### config.mk
export PLATFORM = sky130hd
export DESIGN_NAME = signed_int_to_decimal_ascii_core_flat
export DESIGN_NICKNAME = d
export VERILOG_FILES = /design/src/rtl/itda_pkg.sv /design/src/rtl/itda_in_if.sv /design/src/rtl/itda_out_if.sv /design/src/rtl/signed_int_to_decimal_ascii_core.sv /design/src/rtl/itda_bcd_cell.sv /design/src/rtl/itda_chain.sv /design/src/flat_wrapper.sv
export SDC_FILE = /design/constraint.sdc
export NUM_CORES = 1
export LEC_CHECK = 0
export ABC_AREA = 1
export BUFFER_PORTS_ARGS = -buffer_cell sky130_fd_sc_hd__buf_2
export CAP_MARGIN = 10
export CORE_MARGIN = 2
export CORE_UTILIZATION = 56
export CTS_CLUSTER_SIZE = 30
export DETAILED_ROUTE_END_ITERATION = 8
export PLACE_DENSITY = 0.84
export SLEW_MARGIN = 40
export SYNTH_ARGS = -nofsm -noshare
export SYNTH_HDL_FRONTEND = slang
export SYNTH_SLANG_ARGS = --single-unit
### constraint.sdc
create_clock -name clk -period 4.55 [get_ports clk]
set_input_delay 0.6825 -clock clk [delete_from_list [all_inputs] [get_ports clk]]
set_output_delay 0.6825 -clock clk [all_outputs]
set_load 0.1 [all_outputs]
### src/rtl/itda_pkg.sv
// ============================================================================
// itda_pkg: shared types and constants for the signed integer to ASCII core
// Holds field widths, character codes, the cell control group and the
// controller state type.
// ============================================================================
`default_nettype none

package itda_pkg;

  localparam int VALUE_W    = 32;
  localparam int MAG_W      = VALUE_W;
  localparam int CNT_W      = $clog2(MAG_W);
  localparam int NUM_DIGITS = 10;
  localparam int DCNT_W     = $clog2(NUM_DIGITS + 1);
  localparam int DIGIT_W    = 4;
  localparam int CHAR_W     = 8;

  localparam logic [CHAR_W-1:0]  CH_ZERO  = 8'd48;
  localparam logic [CHAR_W-1:0]  CH_MINUS = 8'd45;
  localparam logic [DIGIT_W-1:0] BCD_FIVE = 4'd5;
  localparam logic [DIGIT_W-1:0] BCD_ADJ  = 4'd3;

  typedef struct packed {
    logic clr;
    logic bit_shift;
    logic dig_shift;
  } cell_ctrl_t;

  typedef enum logic [4:0] {
    ST_IDLE = 5'b00001,
    ST_CONV = 5'b00010,
    ST_SKIP = 5'b00100,
    ST_SIGN = 5'b01000,
    ST_EMIT = 5'b10000
  } state_t;

endpackage

`default_nettype wire

### src/rtl/itda_in_if.sv
// ============================================================================
// itda_in_if: input channel of the signed integer to ASCII core
// Carries one signed 32-bit integer per beat with a valid/ready handshake.
// ============================================================================
`default_nettype none

interface itda_in_if;
  logic                                valid;
  logic                                ready;
  logic signed [itda_pkg::VALUE_W-1:0] value;

  modport source (output valid, output value, input ready);
  modport sink (input valid, input value, output ready);
endinterface

`default_nettype wire

### src/rtl/itda_out_if.sv
// ============================================================================
// itda_out_if: output channel of the signed integer to ASCII core
// Carries one ASCII character and its last-character mark per beat.
// ============================================================================
`default_nettype none

interface itda_out_if;
  logic                        valid;
  logic                        ready;
  logic [itda_pkg::CHAR_W-1:0] char_code;
  logic                        is_last;

  modport source (output valid, output char_code, output is_last, input ready);
  modport sink (input valid, input char_code, input is_last, output ready);
endinterface

`default_nettype wire

### src/rtl/signed_int_to_decimal_ascii_core.sv
// ============================================================================
// signed_int_to_decimal_ascii_core: signed 32-bit integer to decimal ASCII
// Converts one integer at a time and emits its text one character per beat.
// ============================================================================
// One integer is taken per conversion. Its 32-bit magnitude is shifted bit by
// bit into a chain of ten BCD cells, leading zeros are then shifted off the
// top of the chain one digit per cycle, and the characters follow one per
// output beat, a minus sign first for a negative value. The last character
// of each number carries is_last, and no terminator is sent. A new integer is
// accepted only after the last character of the previous one has been taken.
`default_nettype none

module signed_int_to_decimal_ascii_core (
  input  wire logic   clk,
  input  wire logic   rst,
  itda_in_if.sink     din,
  itda_out_if.source  dout
);
  import itda_pkg::*;

  state_t             state;
  state_t             state_next;
  logic               neg;
  logic [MAG_W-1:0]   mag;
  logic [CNT_W-1:0]   bit_cnt;
  logic [DCNT_W-1:0]  ndig;
  cell_ctrl_t         cc;
  logic [DIGIT_W-1:0] top_digit;
  logic [MAG_W-1:0]   raw;

  assign raw = din.value;

  itda_chain u_chain (
    .clk       (clk),
    .ctrl      (cc),
    .bit_in    (mag[MAG_W-1]),
    .top_digit (top_digit)
  );

  always_comb begin
    state_next     = state;
    cc             = '0;
    din.ready      = (state == ST_IDLE);
    dout.valid     = (state == ST_SIGN) || (state == ST_EMIT);
    dout.char_code = (state == ST_SIGN) ? CH_MINUS
                                        : CH_ZERO + {{(CHAR_W-DIGIT_W){1'b0}}, top_digit};
    dout.is_last   = (state == ST_EMIT) && (ndig == DCNT_W'(1));
    case (state)
      ST_IDLE: begin
        if (din.valid) begin
          cc.clr     = 1'b1;
          state_next = ST_CONV;
        end
      end
      ST_CONV: begin
        cc.bit_shift = 1'b1;
        if (bit_cnt == CNT_W'(MAG_W - 1)) begin
          state_next = ST_SKIP;
        end
      end
      ST_SKIP: begin
        if ((top_digit == '0) && (ndig != DCNT_W'(1))) begin
          cc.dig_shift = 1'b1;
        end else begin
          state_next = neg ? ST_SIGN : ST_EMIT;
        end
      end
      ST_SIGN: begin
        if (dout.ready) begin
          state_next = ST_EMIT;
        end
      end
      ST_EMIT: begin
        if (dout.ready) begin
          cc.dig_shift = 1'b1;
          if (ndig == DCNT_W'(1)) begin
            state_next = ST_IDLE;
          end
        end
      end
      default: begin
        state_next = ST_IDLE;
      end
    endcase
  end

  always_ff @(posedge clk) begin
    if (rst) begin
      state <= ST_IDLE;
    end else begin
      state <= state_next;
    end
  end

  always_ff @(posedge clk) begin
    if ((state == ST_IDLE) && din.valid) begin
      neg     <= raw[MAG_W-1];
      mag     <= raw[MAG_W-1] ? (~raw + 1'b1) : raw;
      bit_cnt <= '0;
      ndig    <= DCNT_W'(NUM_DIGITS);
    end else if (state == ST_CONV) begin
      mag     <= {mag[MAG_W-2:0], 1'b0};
      bit_cnt <= bit_cnt + 1'b1;
    end else if (cc.dig_shift) begin
      ndig <= ndig - 1'b1;
    end
  end

endmodule

`default_nettype wire

### src/rtl/itda_bcd_cell.sv
// ============================================================================
// itda_bcd_cell: one decimal digit of the conversion chain
// Holds a BCD digit. In a bit step it applies the add-three correction and
// shifts in one bit from its lower neighbor; in a digit step it takes the
// lower neighbor's digit whole.
// ============================================================================
`default_nettype none

module itda_bcd_cell (
  input  wire logic                         clk,
  input  wire itda_pkg::cell_ctrl_t         ctrl,
  input  wire logic                         bit_in,
  input  wire logic [itda_pkg::DIGIT_W-1:0] dig_in,
  output logic      [itda_pkg::DIGIT_W-1:0] digit,
  output logic                              bit_out
);
  import itda_pkg::*;

  logic [DIGIT_W-1:0] adj;

  assign adj     = (digit >= BCD_FIVE) ? digit + BCD_ADJ : digit;
  assign bit_out = adj[DIGIT_W-1];

  always_ff @(posedge clk) begin
    if (ctrl.clr) begin
      digit <= '0;
    end else if (ctrl.bit_shift) begin
      digit <= {adj[DIGIT_W-2:0], bit_in};
    end else if (ctrl.dig_shift) begin
      digit <= dig_in;
    end
  end

endmodule

`default_nettype wire

### src/rtl/itda_chain.sv
// ============================================================================
// itda_chain: row of BCD cells
// Cell zero is the least significant digit. Bits enter at cell zero and
// ripple upward; during output the digits move up one cell per step so that
// the top cell always shows the next character.
// ============================================================================
`default_nettype none

module itda_chain (
  input  wire logic                         clk,
  input  wire itda_pkg::cell_ctrl_t         ctrl,
  input  wire logic                         bit_in,
  output logic      [itda_pkg::DIGIT_W-1:0] top_digit
);
  import itda_pkg::*;

  logic [DIGIT_W-1:0] digs  [NUM_DIGITS];
  logic               carry [NUM_DIGITS-1];

  for (genvar i = 0; i < NUM_DIGITS; i++) begin : g_cell
    logic               c_in;
    logic [DIGIT_W-1:0] d_in;

    if (i == 0) begin : g_low
      assign c_in = bit_in;
      assign d_in = '0;
    end else begin : g_mid
      assign c_in = carry[i-1];
      assign d_in = digs[i-1];
    end

    if (i == NUM_DIGITS - 1) begin : g_top
      itda_bcd_cell u_cell (
        .clk     (clk),
        .ctrl    (ctrl),
        .bit_in  (c_in),
        .dig_in  (d_in),
        .digit   (digs[i]),
        .bit_out ()
      );
    end else begin : g_body
      itda_bcd_cell u_cell (
        .clk     (clk),
        .ctrl    (ctrl),
        .bit_in  (c_in),
        .dig_in  (d_in),
        .digit   (digs[i]),
        .bit_out (carry[i])
      );
    end
  end

  assign top_digit = digs[NUM_DIGITS-1];

endmodule

`default_nettype wire

### src/flat_wrapper.sv
// flat-port wrapper written by rule: the top's interface ports become plain ports
module signed_int_to_decimal_ascii_core_flat import itda_pkg::*;
  (clk, rst, din_valid, din_value, din_ready, dout_valid, dout_char_code, dout_is_last, dout_ready);
  itda_in_if din_i ();
  itda_out_if dout_i ();
  input  wire logic clk;
  input  wire logic rst;
  input wire logic [$bits(din_i.valid)-1:0] din_valid;
  input wire logic [$bits(din_i.value)-1:0] din_value;
  output wire logic [$bits(din_i.ready)-1:0] din_ready;
  output wire logic [$bits(dout_i.valid)-1:0] dout_valid;
  output wire logic [$bits(dout_i.char_code)-1:0] dout_char_code;
  output wire logic [$bits(dout_i.is_last)-1:0] dout_is_last;
  input wire logic [$bits(dout_i.ready)-1:0] dout_ready;
  assign din_i.valid = din_valid;
  assign din_i.value = din_value;
  assign din_ready = din_i.ready;
  assign dout_valid = dout_i.valid;
  assign dout_char_code = dout_i.char_code;
  assign dout_is_last = dout_i.is_last;
  assign dout_i.ready = dout_ready;
  signed_int_to_decimal_ascii_core u_core (.clk(clk), .rst(rst), .din(din_i), .dout(dout_i));
endmodule
==> impl_table.tex <==
\begin{tabular}{lr}
\hline
Metric & Value \\
\hline
\multicolumn{2}{l}{\textbf{Timing}} \\
\quad Final setup fails & 0 \\
\quad Final hold violation count & 0 \\
\quad Total negative slack for setup checks & 0 ns \\
\quad Setup repair after global routing missed its margin & no \\
\quad Share of the clock period used by the worst path & 59.0\% \\
\quad Clock skew after layout & 0.0112 ns \\
\quad Headroom to the max-slew limit & 48.7\% \\
\quad Highest clock rate & 372 MHz \\
\quad Actual transition at the worst max-transition pin & 0.769 ns \\
\quad Final WS setup & 1.86 ns \\
\quad Total count of max-transition violations in the final report & 0 \\
\quad Minimum clock period & between 2 and 3 ns \\
\multicolumn{2}{l}{\textbf{Placed design}} \\
\quad Final weighted congestion of routability-driven global placement & 0.908 \\
\quad Worst slack, placed & 1.89 ns \\
\quad Count of port buffers added during placement & 43 \\
\quad Estimated wirelength of the detail-placed design & 8120 um \\
\multicolumn{2}{l}{\textbf{Floorplan}} \\
\quad Die Height & roughly 110 um \\
\quad Effective utilization at floorplan & 56.7\% \\
\quad X dimension of the die & $\sim$110 um \\
\quad Number of standard-cell rows in the floorplan & 37 \\
\quad Floorplan die area & 0.0111 mm2 \\
\quad Num ports & 47 \\
\quad Placeable core area & 0.0102 mm2 \\
\multicolumn{2}{l}{\textbf{Pwr}} \\
\quad Internal power & 1.52 mW \\
\quad Leakage & 2.62 nW \\
\quad Reg power frac & 45.2\% \\
\quad PwrDens & 419 mW/mm2 \\
\quad Switching Power & 1.06 mW \\
\quad Largest voltage drop on the vdd net & roughly 0.00036 V \\
\quad Fraction of power spent switching nets & 41.1\% \\
\quad Clock network power share & 18.9\% \\
\quad Part of the power in combinational logic & 35.9\% \\
\multicolumn{2}{l}{\textbf{GRT}} \\
\quad First-pass GRT wire length & 20,500 um \\
\quad Overall overflow remaining after global route & 0 \\
\quad Number of global-route vias before repair & $\sim$4,800 \\
\quad Overall routing resource usage & a little over a fifth \\
\quad Largest net degree at the start of global routing & 63 \\
\quad Antenna violations before repair & 0 \\
\multicolumn{2}{l}{\textbf{Synthesis}} \\
\quad Sequential cell area fraction in the yosys report & 35.9\% \\
\quad Netlist area before placement & between 0.005 and 0.006 mm2 \\
\quad Largest family of logic cells by synthesized area & simple AND/OR/NAND/NOR gates \\
\quad Mux cell area share after synthesis & 0\% \\
\quad Number of warning messages in the yosys log & 0 \\
\quad Mean instance size in the synthesized netlist & $\sim$7 um2 \\
\quad Fraction of the mapped netlist area in simple logic gates & 31.9\% \\
\quad Synth cell types & 38 \\
\quad Share of the synthesized netlist area taken by xor and xnor gates & 3.34\% \\
\quad Mapped Cells & between 800 and 900 \\
\quad Post-synthesis share of cell area spent on full adders, half adders and majority gates & 5.64\% \\
\quad Compound-gate portion of the synthesized area & 14.3\% \\
\quad Seq cells post-synth & 87 \\
\multicolumn{2}{l}{\textbf{Route}} \\
\quad Routed Wire Length & roughly 12,000 um \\
\quad Met3 routed wirelength & 611 um \\
\quad First DRT Iteration DRCs & 349 \\
\quad Met1 wire length & 5440 um \\
\quad Mean number of vias per cell & approximately 5.2 \\
\quad Met2 WL & 5370 um \\
\quad Count of nets left with antenna violations after detail routing & 0 \\
\quad Count of TritonRoute iterations in the first routing pass & 5 \\
\quad Highest Signal Layer & met4 \\
\quad Wire per inst & 11.5 um \\
\quad Total number of vias & 5,285 \\
\quad Remaining design rule violation count & 0 \\
\multicolumn{2}{l}{\textbf{Run status}} \\
\quad Run status & complete, no violations \\
\multicolumn{2}{l}{\textbf{Layout}} \\
\quad Diodes inserted & 0 \\
\quad Layout overhead on the synthesized area & 6.81\% \\
\quad Number of filler instances in the final layout & 982 \\
\quad Post-layout net count & 928 \\
\quad Share of post-route cells with drive strength above 1 & a little over a tenth \\
\multicolumn{2}{l}{\textbf{CTS}} \\
\quad Clock tree from TritonCTS & done \\
\quad Number of clock buffers inserted by TritonCTS & 9 \\
\quad CTS clock-pin slew for the worst setup and hold paths & 0.09 ns \\
\quad H-tree depth & 3 \\
\quad Post-CTS repair timing setup buffer count & 0 \\
\quad Clock Sinks & 87 \\
\quad Count of instances resized after the clock tree is built & 0 \\
\quad Root buf cell & clkbuf\_8 \\
\quad Maximum buffer depth of the clock tree & 2 \\
\quad Clock latency at the later pin of the worst-skew pair & roughly 0.35 ns \\
\quad Number of buffers added to fix hold violations after cts & 0 \\
\multicolumn{2}{l}{\textbf{Worst setup path}} \\
\quad Required @ worst endpoint & 4.83 ns \\
\quad Data arrival time of the critical path & roughly 3.0 ns \\
\quad Crit path launch type & flip-flop \\
\quad CP Capture Type & flip-flop \\
\quad Class of the most critical setup path & reg -> reg \\
\quad Highest net fanout along the worst path & 51 \\
\quad Count of cells along the worst register-to-register path & 7 \\
\quad Setup slack on the worst flop-to-flop path & around 1.9 ns \\
\multicolumn{2}{l}{\textbf{Run}} \\
\quad Maxcap violations & 0 \\
\multicolumn{2}{l}{\textbf{Worst hold path}} \\
\quad Count of cells along the worst hold path & 2 \\
\quad Class of the tightest hold or removal check & reg -> reg \\
\hline
\end{tabular}
## stage by stage
step	hold slack [ns]	cell area, um2	instances	total power, mW	utilization (%)
2_1_floorplan	0.429	5780	840	1.93	-
3_3_place_gp	0.448	5990	991	2.10	58.9
3_5_place_dp	0.451	5990	991	2.11	58.9
4_1_cts	0.474	6160	1007	2.60	60.5
5_1_grt	0.500	6170	1007	2.77	60.5
6_report	0.466	6170	1007	2.58	60.5
## synth_stat cells (all sizes together)
library cell | number | area share [%]
a21oi | 82 | 7.8
a31oi | 1 | 0.11
and2 | 3 | 0.33
buf | 29 | 3.2
clkbuf | 2 | 0.13
conb | 2 | 0.13
dfxtp | 54 | 19
edfxtp | 33 | 17
ha | 26 | 5.6
inv | 84 | 5.5
nand2 | 254 | 17
nand3 | 66 | 6.0
nand3b | 2 | 0.26
nand4 | 13 | 1.4
nor2 | 86 | 6.2
nor3 | 3 | 0.26
nor3b | 2 | 0.26
o211ai | 1 | 0.13
o21ai | 71 | 6.2
o31ai | 1 | 0.13
or2 | 2 | 0.22
xnor2 | 5 | 0.76
xor2 | 17 | 2.6
## flip-flops by register name, indices dropped and copies added (netlist names)
signal	count
u_core.neg	1
u_core.mag	32
u_core.u_chain.g_cell.g_top.u_cell.digit	4
u_core.state	5
u_core.ndig	4
u_core.bit_cnt	5
u_core.u_chain.g_cell.g_body.u_cell.digit	36
## cells in the final DEF (no fill, tap or decap), types with 3 or more instances in the layout
| master | Yosys | routed |
|---|---|---|
| clkinv_2 | 0 | 4 |
| buf_4 | 4 | 3 |
| nor3_1 | 3 | 3 |
| a21oi_1 | 72 | 72 |
| nand4_1 | 13 | 13 |
| buf_2 | 20 | 43 |
| nand3_1 | 64 | 64 |
| xor2_1 | 17 | 17 |
| ha_1 | 26 | 26 |
| edfxtp_1 | 33 | 33 |
| conb_1 | 2 | 3 |
| a21oi_2 | 10 | 10 |
| dfxtp_1 | 54 | 54 |
| xnor2_1 | 5 | 5 |
| nor2_4 | 3 | 3 |
| nor2_1 | 78 | 78 |
| o21ai_1 | 18 | 18 |
| clkbuf_8 | 0 | 9 |
| nand2_1 | 251 | 251 |
| nor2_2 | 5 | 5 |
| and2_1 | 3 | 3 |
| inv_1 | 80 | 80 |
| o21ai_0 | 53 | 53 |
## worst max-delay path: stages (launching register included)
cell and delay [ns]:
dfxtp_1 0.39, nor2_2 0.09, nand3_4 0.46, inv_2 0.35, nor2_2 0.70, buf_4 0.37, nand2_1 0.07, a21oi_1 0.15
## cells by family (layout without fill, tap and decap cells)
group,Yosys count,after routing
AND/OR/NAND/NOR,431,431
AO/OA/AOI/OAI,156,156
buffers and inverters,115,146
flip-flops,87,87
adder cells (fa/ha/maj),26,26
XOR/XNOR,22,22
other,2,3
## power groups by stage
stage	logic [mW]	registers (mW)	clock network, mW
finish	0.927	1.17	0.488
global route	1.04	1.19	0.533
CTS	0.932	1.17	0.500
detailed placement	0.929	1.18	0
global placement	0.923	1.17	0
floorplan	0.769	1.16	0
## path summary, 6_finish.rpt
kind / start / endpoint
max reg2reg: u_core.state[3] / u_core.u_chain.g_cell[4].g_body.u_cell.digit[0]
min: u_core.ndig[3] / u_core.ndig[3]
min reg2reg: u_core.ndig[3] / u_core.ndig[3]
max: u_core.state[3] / u_core.u_chain.g_cell[4].g_body.u_cell.digit[0]
## per-layer routing
| metal | up-vias | GRT usage [%] |
|---|---|---|
| li1 | 2790 | - |
| met1 | 2355 | 28.1 |
| met2 | 127 | 38.2 |
| met3 | 13 | 3.77 |
| met4 | 0 | 5.73 |
| met5 | - | 0 |
## layout make-up
type,count,area (um2),share of cell area (%)
Sequential cell,87,2070,33.6
Clock buffer,9,124,2.01
Timing Repair Buffer,46,238,3.86
Multi-Input combinational cell,638,3200,51.8
Clock inverter,7,46.3,0.751
Tap cell,136,170,2.76
Inverter,84,319,5.17
Note: power is estimated with default switching activity, not from simulation.
